<file path="config.mk">
export PLATFORM = sky130hd
export DESIGN_NAME = line_pixel_generator
export DESIGN_NICKNAME = d
export VERILOG_FILES = /design/src/sv/lpg_pkg.sv /design/src/sv/lpg_setup.sv /design/src/sv/lpg_fifo.sv /design/src/sv/lpg_stepper.sv /design/src/sv/line_pixel_generator.sv
export SDC_FILE = /design/constraint.sdc
export NUM_CORES = 1
export LEC_CHECK = 0
export BUFFER_PORTS_ARGS = -buffer_cell sky130_fd_sc_hd__buf_2
export CAP_MARGIN = 30
export CORE_AREA = 4 4 147 149
export CTS_CLUSTER_DIAMETER = 30
export DETAILED_ROUTE_END_ITERATION = 8
export DIE_AREA = 0 0 151 153
export PLACE_DENSITY_LB_ADDON = 0.2
export SLEW_MARGIN = 20
export SYNTH_ARGS = -nofsm -noshare
export SYNTH_HDL_FRONTEND = slang
export SYNTH_HIERARCHICAL = 1
export SYNTH_SLANG_ARGS = --single-unit
</file>
<file path="constraint.sdc">
create_clock -name clk -period 5.9 [get_ports clk]
set_clock_uncertainty 0.2 [all_clocks]
set_input_delay 1.18 -clock clk [delete_from_list [all_inputs] [get_ports clk]]
set_output_delay 1.18 -clock clk [all_outputs]
set_load 0.02 [all_outputs]
</file>
<file path="src/sv/lpg_pkg.sv">
// ----------------------------------------------------------------------------
// lpg_pkg
// Shared types and constants for the line pixel generator: request and pixel
// payloads, the classified line job, and field widths.
// ----------------------------------------------------------------------------
package lpg_pkg;

  localparam int COORD_W  = 6;
  localparam int COLOR_W  = 8;
  localparam int ADDR_W   = 12;
  localparam int HEIGHT_W = 7;
  // doubled deltas reach 126
  localparam int DELTA_W  = COORD_W + 1;
  // decision term stays within about +/-126 plus one step
  localparam int DEC_W    = COORD_W + 3;

  localparam logic [HEIGHT_W-1:0] HEIGHT_RESET = 7'd64;

  typedef struct packed {
    logic [COORD_W-1:0] start_x;
    logic [COORD_W-1:0] start_y;
    logic [COORD_W-1:0] end_x;
    logic [COORD_W-1:0] end_y;
    logic [COLOR_W-1:0] color;
  } request_t;

  typedef struct packed {
    logic [COORD_W-1:0] pixel_x;
    logic [COORD_W-1:0] pixel_y;
    logic [ADDR_W-1:0]  pixel_address;
    logic [COLOR_W-1:0] pixel_color;
    logic               last_pixel;
  } pixel_t;

  // one line, ready for the stepper
  typedef struct packed {
    logic [COORD_W-1:0]      x;
    logic [COORD_W-1:0]      y;
    logic                    x_major;
    logic                    sx_neg;
    logic                    sy_neg;
    logic [DELTA_W-1:0]      dmaj;    // twice the major delta
    logic [DELTA_W-1:0]      dmin;    // twice the minor delta
    logic signed [DEC_W-1:0] d;       // initial decision term
    logic [COORD_W-1:0]      remain;  // pixels after the first
    logic [COLOR_W-1:0]      color;
  } job_t;

endpackage

</file>
<file path="src/sv/lpg_setup.sv">
// ----------------------------------------------------------------------------
// lpg_setup
// Front end: takes a line request, works out deltas, directions, major axis,
// initial decision term and pixel count, and hands the job to the queue.
// ----------------------------------------------------------------------------
module lpg_setup #(
  parameter int MAX_SIDE = 64
) (
  input  logic              in_valid,
  output logic              in_ready,
  input  lpg_pkg::request_t in_data,
  output logic              job_valid,
  input  logic              job_ready,
  output lpg_pkg::job_t     job
);
  import lpg_pkg::*;

  logic signed [COORD_W:0]   dx;
  logic signed [COORD_W:0]   dy;
  logic [COORD_W-1:0]        adx;
  logic [COORD_W-1:0]        ady;
  logic                      x_major;
  logic [COORD_W-1:0]        major;
  logic [COORD_W-1:0]        minor;
  logic [COORD_W:0]          limit;

  // signed deltas and magnitudes
  assign dx  = $signed({1'b0, in_data.end_x}) - $signed({1'b0, in_data.start_x});
  assign dy  = $signed({1'b0, in_data.end_y}) - $signed({1'b0, in_data.start_y});
  assign adx = dx[COORD_W] ? COORD_W'(-dx) : dx[COORD_W-1:0];
  assign ady = dy[COORD_W] ? COORD_W'(-dy) : dy[COORD_W-1:0];

  // ties step along y
  assign x_major = adx > ady;
  assign major   = x_major ? adx : ady;
  assign minor   = x_major ? ady : adx;
  assign limit   = (COORD_W + 1)'(MAX_SIDE - 1);

  // job fields
  always_comb begin
    job.x       = in_data.start_x;
    job.y       = in_data.start_y;
    job.x_major = x_major;
    job.sx_neg  = dx[COORD_W];
    job.sy_neg  = dy[COORD_W];
    job.dmaj    = {major, 1'b0};
    job.dmin    = {minor, 1'b0};
    job.d       = $signed({2'b00, minor, 1'b0}) - $signed({3'b000, major});
    job.remain  = ({1'b0, major} > limit) ? limit[COORD_W-1:0] : major;
    job.color   = in_data.color;
  end

  assign job_valid = in_valid;
  assign in_ready  = job_ready;

endmodule

</file>
<file path="src/sv/lpg_fifo.sv">
// ----------------------------------------------------------------------------
// lpg_fifo
// Two-entry job queue between the setup front end and the stepper.
// ----------------------------------------------------------------------------
module lpg_fifo (
  input  logic          clk,
  input  logic          rst,
  input  logic          wr_valid,
  output logic          wr_ready,
  input  lpg_pkg::job_t wr_data,
  output logic          rd_valid,
  input  logic          rd_ready,
  output lpg_pkg::job_t rd_data
);
  import lpg_pkg::*;

  localparam int DEPTH = 2;
  localparam int PTR_W = $clog2(DEPTH);
  localparam int CNT_W = $clog2(DEPTH + 1);

  job_t             mem [DEPTH];
  logic [PTR_W-1:0] wr_ptr;
  logic [PTR_W-1:0] rd_ptr;
  logic [CNT_W-1:0] count;
  logic             push;
  logic             pop;

  assign wr_ready = count != CNT_W'(DEPTH);
  assign rd_valid = count != '0;
  assign rd_data  = mem[rd_ptr];
  assign push     = wr_valid && wr_ready;
  assign pop      = rd_valid && rd_ready;

  // storage
  always_ff @(posedge clk) begin
    if (push) begin
      mem[wr_ptr] <= wr_data;
    end
  end

  // pointers and fill count
  always_ff @(posedge clk) begin
    if (rst) begin
      wr_ptr <= '0;
      rd_ptr <= '0;
      count  <= '0;
    end else begin
      if (push) begin
        wr_ptr <= (wr_ptr == PTR_W'(DEPTH - 1)) ? '0 : wr_ptr + 1'b1;
      end
      if (pop) begin
        rd_ptr <= (rd_ptr == PTR_W'(DEPTH - 1)) ? '0 : rd_ptr + 1'b1;
      end
      if (push && !pop) begin
        count <= count + 1'b1;
      end else if (pop && !push) begin
        count <= count - 1'b1;
      end
    end
  end

endmodule

</file>
<file path="src/sv/lpg_stepper.sv">
// ----------------------------------------------------------------------------
// lpg_stepper
// Back end: walks one line a pixel per cycle while the output is not stalled,
// using the Bresenham decision term, and loads each pixel, with its frame
// buffer address, into the output register.
// ----------------------------------------------------------------------------
module lpg_stepper (
  input  logic                             clk,
  input  logic                             rst,
  input  logic [lpg_pkg::HEIGHT_W-1:0]     height,
  input  logic                             job_valid,
  output logic                             job_ready,
  input  lpg_pkg::job_t                    job,
  output logic                             out_valid,
  input  logic                             out_ready,
  output lpg_pkg::pixel_t                  out_data
);
  import lpg_pkg::*;

  localparam int PROD_W = COORD_W + HEIGHT_W;

  logic                    active;
  job_t                    cur;
  logic                    emit;
  logic                    last;
  logic                    d_ge;
  logic [COORD_W-1:0]      x_step;
  logic [COORD_W-1:0]      y_step;
  logic [COORD_W-1:0]      x_next;
  logic [COORD_W-1:0]      y_next;
  logic signed [DEC_W-1:0] d_next;
  logic signed [DEC_W-1:0] dmaj_s;
  logic signed [DEC_W-1:0] dmin_s;
  logic [PROD_W-1:0]       addr_full;

  // handshake
  assign emit      = active && (!out_valid || out_ready);
  assign last      = cur.remain == '0;
  assign job_ready = !active || (emit && last);

  // next position and decision term
  assign d_ge   = !cur.d[DEC_W-1];
  assign dmaj_s = $signed({2'b00, cur.dmaj});
  assign dmin_s = $signed({2'b00, cur.dmin});
  assign x_step = cur.sx_neg ? cur.x - 1'b1 : cur.x + 1'b1;
  assign y_step = cur.sy_neg ? cur.y - 1'b1 : cur.y + 1'b1;

  always_comb begin
    if (cur.x_major) begin
      x_next = x_step;
      y_next = d_ge ? y_step : cur.y;
    end else begin
      x_next = d_ge ? x_step : cur.x;
      y_next = y_step;
    end
    d_next = (d_ge ? cur.d - dmaj_s : cur.d) + dmin_s;
  end

  // column-major address, wraps to the address width
  assign addr_full = PROD_W'(cur.x) * PROD_W'(height) + PROD_W'(cur.y);

  // job state
  always_ff @(posedge clk) begin
    if (rst) begin
      active <= 1'b0;
    end else if (job_valid && job_ready) begin
      active <= 1'b1;
    end else if (emit && last) begin
      active <= 1'b0;
    end
  end

  always_ff @(posedge clk) begin
    if (job_valid && job_ready) begin
      cur <= job;
    end else if (emit) begin
      cur.x      <= x_next;
      cur.y      <= y_next;
      cur.d      <= d_next;
      cur.remain <= cur.remain - 1'b1;
    end
  end

  // output register
  always_ff @(posedge clk) begin
    if (rst) begin
      out_valid <= 1'b0;
    end else if (emit) begin
      out_valid <= 1'b1;
    end else if (out_ready) begin
      out_valid <= 1'b0;
    end
  end

  always_ff @(posedge clk) begin
    if (emit) begin
      out_data.pixel_x       <= cur.x;
      out_data.pixel_y       <= cur.y;
      out_data.pixel_address <= addr_full[ADDR_W-1:0];
      out_data.pixel_color   <= cur.color;
      out_data.last_pixel    <= last;
    end
  end

endmodule

</file>
<file path="src/sv/line_pixel_generator.sv">
// ----------------------------------------------------------------------------
// line_pixel_generator
// Bresenham line rasterizer: one line request in, one pixel result per cycle
// out unless the output stalls, each with its column-major frame buffer address.
// ----------------------------------------------------------------------------
// An accepted request passes through the job queue and the stepper's job
// register before its first pixel enters the output register.
// Throughput: one pixel per cycle unless the output stalls; the single stepper
// draws major delta + 1 pixels per line (at most MAX_SIDE); queued lines follow
// with no gap. Up to two requests wait in the job queue while a line is drawn.
// Reset (rst, synchronous): empties the queue and stepper, height returns to 64.
module line_pixel_generator #(
  parameter int MAX_SIDE = 64
) (
  input  logic                         clk,
  input  logic                         rst,
  input  logic                         in_valid,
  output logic                         in_ready,
  input  lpg_pkg::request_t            in_data,
  output logic                         out_valid,
  input  logic                         out_ready,
  output lpg_pkg::pixel_t              out_data,
  input  logic                         cfg_we,
  input  logic [lpg_pkg::HEIGHT_W-1:0] cfg_data
);
  import lpg_pkg::*;

  logic [HEIGHT_W-1:0] height;
  logic                setup_valid;
  logic                setup_ready;
  job_t                setup_job;
  logic                job_valid;
  logic                job_ready;
  job_t                job;

  // screen height register
  always_ff @(posedge clk) begin
    if (rst) begin
      height <= HEIGHT_RESET;
    end else if (cfg_we) begin
      height <= cfg_data;
    end
  end

  // front end
  lpg_setup #(
    .MAX_SIDE (MAX_SIDE)
  ) u_setup (
    .in_valid  (in_valid),
    .in_ready  (in_ready),
    .in_data   (in_data),
    .job_valid (setup_valid),
    .job_ready (setup_ready),
    .job       (setup_job)
  );

  // job queue
  lpg_fifo u_fifo (
    .clk      (clk),
    .rst      (rst),
    .wr_valid (setup_valid),
    .wr_ready (setup_ready),
    .wr_data  (setup_job),
    .rd_valid (job_valid),
    .rd_ready (job_ready),
    .rd_data  (job)
  );

  // back end
  lpg_stepper u_stepper (
    .clk       (clk),
    .rst       (rst),
    .height    (height),
    .job_valid (job_valid),
    .job_ready (job_ready),
    .job       (job),
    .out_valid (out_valid),
    .out_ready (out_ready),
    .out_data  (out_data)
  );

endmodule

</file>
## Yosys cells after proc, flatten, opt, wreduce, memory -nomap -nowiden

Memories as Yosys holds them, arrays and structs flattened. A register that Yosys moved wholly into a read port is not among the register bits.
Cells that the tools add are included.

- Reductions and logical operators: 20
- Muxes and demuxes: 28
- Equal/unequal tests: 3
- Multipliers: 1
- Add/subtract/negate cells: 17
- Magnitude comparators: 2

Operators with widths:

| kind | number |
|---|---|
| $mux 6 | 11 |
| $mux 15 | 2 |
| $mux 12 | 2 |
| $sub 6x1->6 const B | 3 |
| $sub 6x6->7 | 2 |
| $add 12x6->12 | 1 |
| $add 6x1->6 const B | 2 |
| $mul 6x7->12 | 1 |
| $neg 6->6 | 2 |
| $mux 1 | 10 |
| $reduce_bool 2->1 | 5 |
| $add 9x8->9 | 1 |
| $mux 9 | 1 |
| $sub 9x8->9 | 1 |
| $sub 7x6->8 | 1 |
| $gt 6x6->1 | 1 |
| $gt 6x6->1 const B | 1 |
| $logic_and 1x1->1 | 6 |
| $logic_not 6->1 | 1 |
| $logic_not 1->1 | 4 |
| $mux 2 | 2 |
| $reduce_and 2->1 | 2 |
| $ne 3x2->1 const B | 1 |
| $ne 3x3->1 const B | 1 |
| other kinds (5) | 7 |

- Logic and storage cells: 93
- Output and inout bits: 35
- Bits of input ports: 44
- Bits in writable memories: 100
- Memories kept: 1
- Register bits after elaboration: 98

Memory list:

| memory | words | width | read ports | clocked after Yosys merged registers in | wr ports | line | source |
|---|---|---|---|---|---|---|---|
| u_fifo.mem | 2 | 50 | 1 | 1 | 1 | lpg_fifo.sv:21 | `job_t mem [DEPTH];` |

## Depth between registers and ports, before layout

Gate-level depths: netlist of the first run.

- Depth after elaboration: 9
- Depth in mapped cells: 25
- Gate-level depth less buffers: 24

## By module

Netlist of the first run, hierarchy kept.

By module, submodules not included:

| module | times used | seq. area each (µm²) | area an instance (µm²) | cells an instance |
|---|---|---|---|---|
| lpg_stepper | 1 | 2592.5 | 5472.7 | 464 |
| lpg_fifo | 1 | 3223.1 | 3971.3 | 186 |
| lpg_setup | 1 | 0.0 | 1476.4 | 196 |
| line_pixel_generator | 1 | 140.1 | 251.5 | 22 |

## Least setup slack after synthesis of the first run

No wires, ideal clock.

- Path type: input to register
- Start: in in_data[14] in the netlist's numbering
- End: mem u_fifo/mem[0][20] in the netlist's numbering (data pin)
- Stages on the path: 25
- Path buffers: 2
- Data arrival time: 5920 ps
- Slack: -492 ps
- Setup time: 272 ps
- Data required time: 5428 ps
- Cells stage by stage: inv_1 > ha_1 > fa_1 > nor2b_1 > o21ai_1 > nor2b_1 > xnor2_1 > o21ai_0 > xor2_1 > inv_1 > ha_1 > nand4_1 > o221ai_1 > o21a_1 > clkbuf_1 > buf_2 > mux2i_1 > inv_1 > ha_1 > a21o_1 > a21oi_1 > inv_1 > maj3_1 > o311a_1 > xnor2_1

RTL lines:

| element | line | source |
|---|---|---|
| start: declaration | line_pixel_generator.sv:19 | `input lpg_pkg::request_t in_data,` |
| end: declaration | lpg_fifo.sv:21 |  |

==> reports/results.tsv, run 1 <==
metric	value	unit
final setup vio count	0	
Yosys reg bits	203	
post-synthesis sequential area ratio	53.3	%
top cell type's share of synthesized area	50.8	%
wire per inst	16.2	µm
ys flop type	edfxtp_1	
synthesis warning total	6	
number of distinct library cells after synthesis	59	
worst hold start	u_stepper/cur[4]	
clk buf depth	3	
H-tree levels	2	
post-synthesis adder-cell area fraction	14.4	%
final hold violation count	0	
Crit. Startpoint	in_data[14]	
DRT Wirelength	20.9	mm
Max-cap violations	0	
drt initial violations	305	
largest net degree at the start of global routing	53	
ant diodes	0	
grt total ovfl	0	
area grow syn2layout	20.5	%
final RePlAce weighted congestion	0.821	
# hold bufs at CTS	0	
CP max FO	7	
Final Max Slew Viols	0	
vias in the first global route	6889	
post-synthesis mux area share	7.19	%
final setup margin	0.350	ns
final period utilization	94.1	%
Setup CP Type	input pin to register	
Clock power frac	25.9	%
Setup crit start kind	input pin	
Die W	151	µm
pwr dens	684	mW/mm²
leak pwr	0.00564	µW
GRT Util Overall	18.5	%
dominant cell type by area after synthesis	edfxtp_1	
Detailed Routing Iterations Pass 1	5	
Reg power frac	29.9	%
CTS tree	built	
largest family of logic cells by synthesized area	adder cells	
post-cts resize count	0	
status	completed	
f_max	180	MHz
CP required	5.94	ns
Critical R2R Capture	u_stepper/out_data[20]	
global-route wire length before repair	34.0	mm
PortBufs	78	
synth cell count leaders	edfxtp_1, ha_1, inv_1	
dominant cells by area after synthesis	edfxtp_1, ha_1, mux2_2	
post-route ant nets	0	
combinational power share	44.2	%
CTS Buf Count	41	
Die H	153	µm
Post-synth EDFFs	189	
CTS Root Cell	clkbuf_16	
nets@finish	1142	
Post-CTS Repair Setup Buffers	0	
r2r worst-path depth	15	
Die Area	0.0231	mm²
Via density	5.23	
clock latency on the worst-skew pair	0.52	ns
RSZ-0062 raised after global routing	no	
compound-cell area share of the yosys netlist	7.58	%
P_int	5950	µW
net switching power	3260	µW
DP Wirelength	14.4	mm
area share of xor/xnor cells in the synthesized design	4.85	%
Synth Area in Simple Gates	7.19	%
pre-CTS setup slack	-0.185	ns
Hold EP	u_stepper/out_data[5]	
Rows	52	
share of layout cells above drive strength 1	27.3	%
cell area after synthesis	0.0112	mm²
Reg2Reg Setup Slack	1.11	ns
slew margin rel.	38.4	%
worst reg2reg startpoint	u_stepper/cur[48]	
# DRC	0	
Final Non-Filler Cells	1292	
Hold WS	0.219	ns
vias post-DR	6754	
Slew @ Worst Pin	0.923	ns
HP Class	register to register	
Syn Inst Count	868	
synthesized area per cell	12.9	µm²
Initial Util	55.4	%
Tot Pwr	9210	µW
Tmin final	5.55	ns
WHS Path Cells	0	
Net Sw Frac	35.4	%
Setup crit end kind	register	
Max IR drop VDD	0.315	mV
clock slew at reported path FFs	0.04	ns
placed cells	1216	
asr flop ratio synth	0	%
crit path DAT	5.59	ns
core area	0.0202	mm²
most numerous cell in the Yosys netlist	edfxtp_1	
I/O Pins	79	
clk sink count	203	
initial antenna violation count	0	
## stage by stage
stage	util (%)	area, µm²	TNS [ns]
final	66.8	13500	0
after CTS	66.8	13500	0
after floorplan	-	11300	0
after global placement	59.5	12000	-0.157
after detailed placement	59.5	12000	-0.736
after global routing	66.8	13500	0
## cells in the final DEF, fill, tap and decap left out, types with 3 or more instances in the layout
cell type,n
nor3_1,3
and2_1,30
o21ai_0,23
inv_4,3
nor2_1,41
clkbuf_8,3
edfxtp_1,189
buf_4,44
o21bai_1,3
o21ai_1,4
buf_2,78
or3_1,4
mux2i_1,16
o31ai_1,3
a21oi_2,3
clkinvlp_4,6
clkbuf_1,3
mux2_2,54
a21oi_1,48
o21ai_2,4
inv_1,78
a21o_1,15
bufinv_16,7
nand2b_1,8
o21a_1,8
xor2_1,19
clkinv_1,4
a31oi_1,4
clkbuf_16,42
xnor2_1,40
nand3_1,3
dfxtp_1,13
nand3b_1,3
clkinv_2,4
nor2b_1,6
nand2_1,53
fa_1,28
ha_1,76
## how the worst max path moves through the flow
stage                                   end  slack (ns)
after floorplan           u_fifo/mem[0][20]       0.003
after global placement    u_fifo/mem[0][20]       -0.08
after detailed placement  u_fifo/mem[1][20]       -0.18
after CTS                 u_fifo/mem[1][20]        0.35
after global routing      u_fifo/mem[1][20]        0.04
final                     u_fifo/mem[1][20]        0.35
## layer usage
layer	vias up	GRT usage, %	wire length (µm)
li1	3306	-	-
met1	3242	25.0	9420
met2	168	30.3	10000
met3	38	3.82	1060
met4	0	5.61	399
met5	-	0	0
## critical path, stage by stage
cell,delay [ns]
buf_2,0.07
inv_1,0.03
ha_2,0.18
fa_2,0.37
nor2b_1,0.12
o21ai_1,0.09
nor2b_1,0.15
xnor2_1,0.14
o21ai_1,0.15
xor2_1,0.21
inv_1,0.10
ha_4,0.28
nand4_1,0.12
o221ai_1,0.20
o21a_1,0.37
mux2i_1,0.29
inv_1,0.10
ha_4,0.22
a21o_1,0.18
a21oi_2,0.19
inv_1,0.07
maj3_1,0.35
o311a_1,0.30
xnor2_1,0.14
## flip-flops by register name (all words and copies together) (netlist names), named ones only
| name | flops |
|---|---|
| height | 7 |
| u_fifo/count | 2 |
| u_fifo/mem | 104 |
| u_fifo/rd_ptr | 1 |
| u_fifo/wr_ptr | 1 |
| u_stepper/active | 1 |
| u_stepper/cur | 52 |
| u_stepper/out_data | 33 |
| u_stepper/out_valid | 1 |
## layout make-up
class,instances,area (µm²)
tap,270,338
clock buffer,48,1100
fill,1466,6700
inverter,81,307
timing repair buffer,122,721
sequential,203,5960
clock inverter,28,362
multi-input combinational,540,4680
## cells by family (layout without fill, tap and decap cells)
| group | count (synthesis) | in the layout |
|---|---|---|
| AND/OR/NAND/NOR | 163 | 163 |
| buffers and inverters | 126 | 279 |
| other | 1 | 2 |
| adder cells (fa/ha/maj) | 111 | 111 |
| XOR/XNOR | 61 | 61 |
| AO/OA/AOI/OAI | 130 | 130 |
| flip-flops | 203 | 203 |
| multiplexers | 73 | 73 |
## power by group through the flow
stage	Sequential (µW)	Clock (µW)	Combinational [µW]
floorplan	2780	0	3040
global placement	2750	0	3950
detailed placement	2780	0	4050
CTS	2760	2420	4110
global route	2810	2500	4540
finish	2750	2380	4070
Note: power is estimated with default switching activity, not from simulation.
==> inputs of run 2 (changes only) <==
==> constraint.sdc (replaced) <==
create_clock -name clk -period 5.9 [get_ports clk]
set_clock_uncertainty 0.2 [all_clocks]
set_input_delay 0.885 -clock clk [delete_from_list [all_inputs] [get_ports clk]]
set_output_delay 0.885 -clock clk [all_outputs]
set_load 0.02 [all_outputs]
==> run 2 against run 1 <==
Effect of this change: core utilization down 0.65 points; sequential cell count unchanged; clock power up 3%; cell count down 0.93%; cell area down 0.98%; die area unchanged; worst setup slack better by 0.10 ns; worst hold slack worse by 0.0049 ns; sequential share of layout area up 0.44 points; global-route usage down 1.1 points; wire length down 6.9%; via count down 2.2%.
==> reports/results.tsv, run 2 (synthesis results as in run 1) <==
metric	value	unit
status	completed	
Slew @ Worst Pin	0.850	ns
PortBufs	78	
Clock power frac	26.9	%
Setup CP Type	input pin to register	
pwr dens	683	mW/mm²
RSZ-0062 raised after global routing	no	
share of layout cells above drive strength 1	25.4	%
H-tree levels	2	
CP required	5.91	ns
f_max	183	MHz
# DRC	0	
leak pwr	0.00561	µW
initial antenna violation count	0	
Max-cap violations	0	
Initial Util	55.4	%
fill cell count	1518	
Setup crit end kind	register	
HP Class	register to register	
CTS Buf Count	42	
combinational power share	42.9	%
Hold EP	u_stepper/out_data[3]	
clock latency on the worst-skew pair	0.51	ns
Biggest register	u_fifo/mem	
Max IR drop VDD	0.372	mV
grt total ovfl	0	
area grow syn2layout	19.4	%
slew margin rel.	43.2	%
I/O Pins	79	
r2r worst-path depth	15	
drt initial violations	280	
Reg power frac	30.1	%
Critical R2R Capture	u_stepper/out_data[20]	
Die Area	0.0231	mm²
commonest cells after routing, fill and taps aside	edfxtp_1, ha_1, buf_2, inv_1, mux2_2	
# hold bufs at CTS	0	
CTS tree	built	
clk buf depth	3	
Final Max Slew Viols	0	
net switching power	3160	µW
crit path DAT	5.46	ns
max reg flops	104	
Die H	153	µm
Tot Pwr	9100	µW
final hold violation count	0	
Net Sw Frac	34.7	%
Post-CTS Repair Setup Buffers	0	
Reg2Reg Setup Slack	1.12	ns
post-cts resize count	0	
TNS Setup	0	ns
worst hold start	u_stepper/cur[2]	
Crit. Startpoint	in_data[26]	
vias in the first global route	6534	
placed cells	1202	
Largest regs	u_fifo/mem (104), u_stepper/cur (52), u_stepper/out_data (33)	
Tmin final	5.45	ns
Die W	151	µm
wire per inst	15.2	µm
final setup vio count	0	
post-layout util	66.1	%
CP max FO	6	
P_int	5950	µW
final period utilization	92.4	%
DP Wirelength	13.2	mm
largest net degree at the start of global routing	53	
vias post-DR	6603	
Rows	52	
core area	0.0202	mm²
nets@finish	1130	
commonest non-fill, non-tap cell in the layout	edfxtp_1	
post-route ant nets	0	
global-route wire length before repair	32.4	mm
Final Non-Filler Cells	1280	
WHS Path Cells	0	
Detailed Routing Iterations Pass 1	5	
clock slew at reported path FFs	0.04	ns
clk sink count	203	
Via density	5.16	
GRT Util Overall	17.4	%
final RePlAce weighted congestion	0.791	
ant diodes	0	
CTS Root Cell	clkbuf_16	
DRT Wirelength	19.5	mm
worst reg2reg startpoint	u_stepper/cur[48]	
Setup crit start kind	input pin	
-- run 2: cell count changes in the layout (fill, tap and decap cells not counted), moves of 3 or more --
cell        previous run  this run
buf_4                 44        30
clkbuf_8               3         0
clkinv_2               4         7
clkinvlp_4             6         2
ha_1                  76        79
inv_6                  2         5
inv_4                  3         0
-- run 2: routing by layer --
metal	track usage [%]	up-vias	share of wire, %
met3	3.11	34	4.6
met2	27.8	132	46
met1	24.4	3162	47
met4	5.31	0	1.9
met5	0	-	0
li1	-	3275	-
-- run 2: area by class of cell --
| class | instances | area (µm²) | area share (%) |
|---|---|---|---|
| Timing Repair Buffer | 109 | 621 | 4.65 |
| Clock inverter | 32 | 413 | 3.10 |
| Tap cell | 270 | 338 | 2.53 |
| Inverter | 81 | 304 | 2.28 |
| Multi-Input combinational cell | 540 | 4620 | 34.6 |
| Sequential cell | 203 | 5960 | 44.7 |
| Clock buffer | 45 | 1080 | 8.13 |
-- run 2: worst max path at each step --
stage          cells past startpoint                end  slack [ns]
2_1_floorplan                     25  u_fifo/mem[0][20]        0.04
3_3_place_gp                      24  u_fifo/mem[0][20]        0.02
3_5_place_dp                      23  u_fifo/mem[0][20]        -0.1
4_1_cts                           23  u_fifo/mem[0][20]        0.41
5_1_grt                           26  u_fifo/mem[1][20]       0.008
6_report                          23  u_fifo/mem[0][20]        0.45
-- run 2: power by group through the flow --
stage	clock network (µW)	registers, µW	logic [µW]
after floorplan	0	2780	2960
after global placement	0	2760	3830
after detailed placement	0	2770	3900
after CTS	2500	2750	3940
after global routing	2580	2800	4420
final	2450	2740	3910
-- run 2: worst max-delay path, cell delays in order --
cell and delay [ns]:
buf_2 0.12, ha_1 0.19, fa_1 0.39, nor2b_1 0.12, o21ai_1 0.07, nor2b_1 0.14
xnor2_1 0.14, o21ai_0 0.20, xor2_1 0.25, inv_1 0.07, ha_1 0.32, nand4_1 0.12
o221ai_1 0.21, o21a_1 0.31, mux2i_1 0.28, inv_1 0.06, ha_1 0.29, a21o_1 0.20
a21oi_2 0.21, inv_1 0.07, maj3_1 0.35, o311a_1 0.30, xnor2_1 0.14
-- run 2: through the flow --
step / instance area (µm²) / setup slack [ns] / hold WS [ns]
6_report: 13300 / 0.450 / 0.214
5_1_grt: 13300 / 0.00819 / 0.219
4_1_cts: 13300 / 0.405 / 0.216
3_5_place_dp: 11800 / -0.0974 / 0.206
3_3_place_gp: 11800 / 0.0201 / 0.201
2_1_floorplan: 11200 / 0.0354 / 0.200
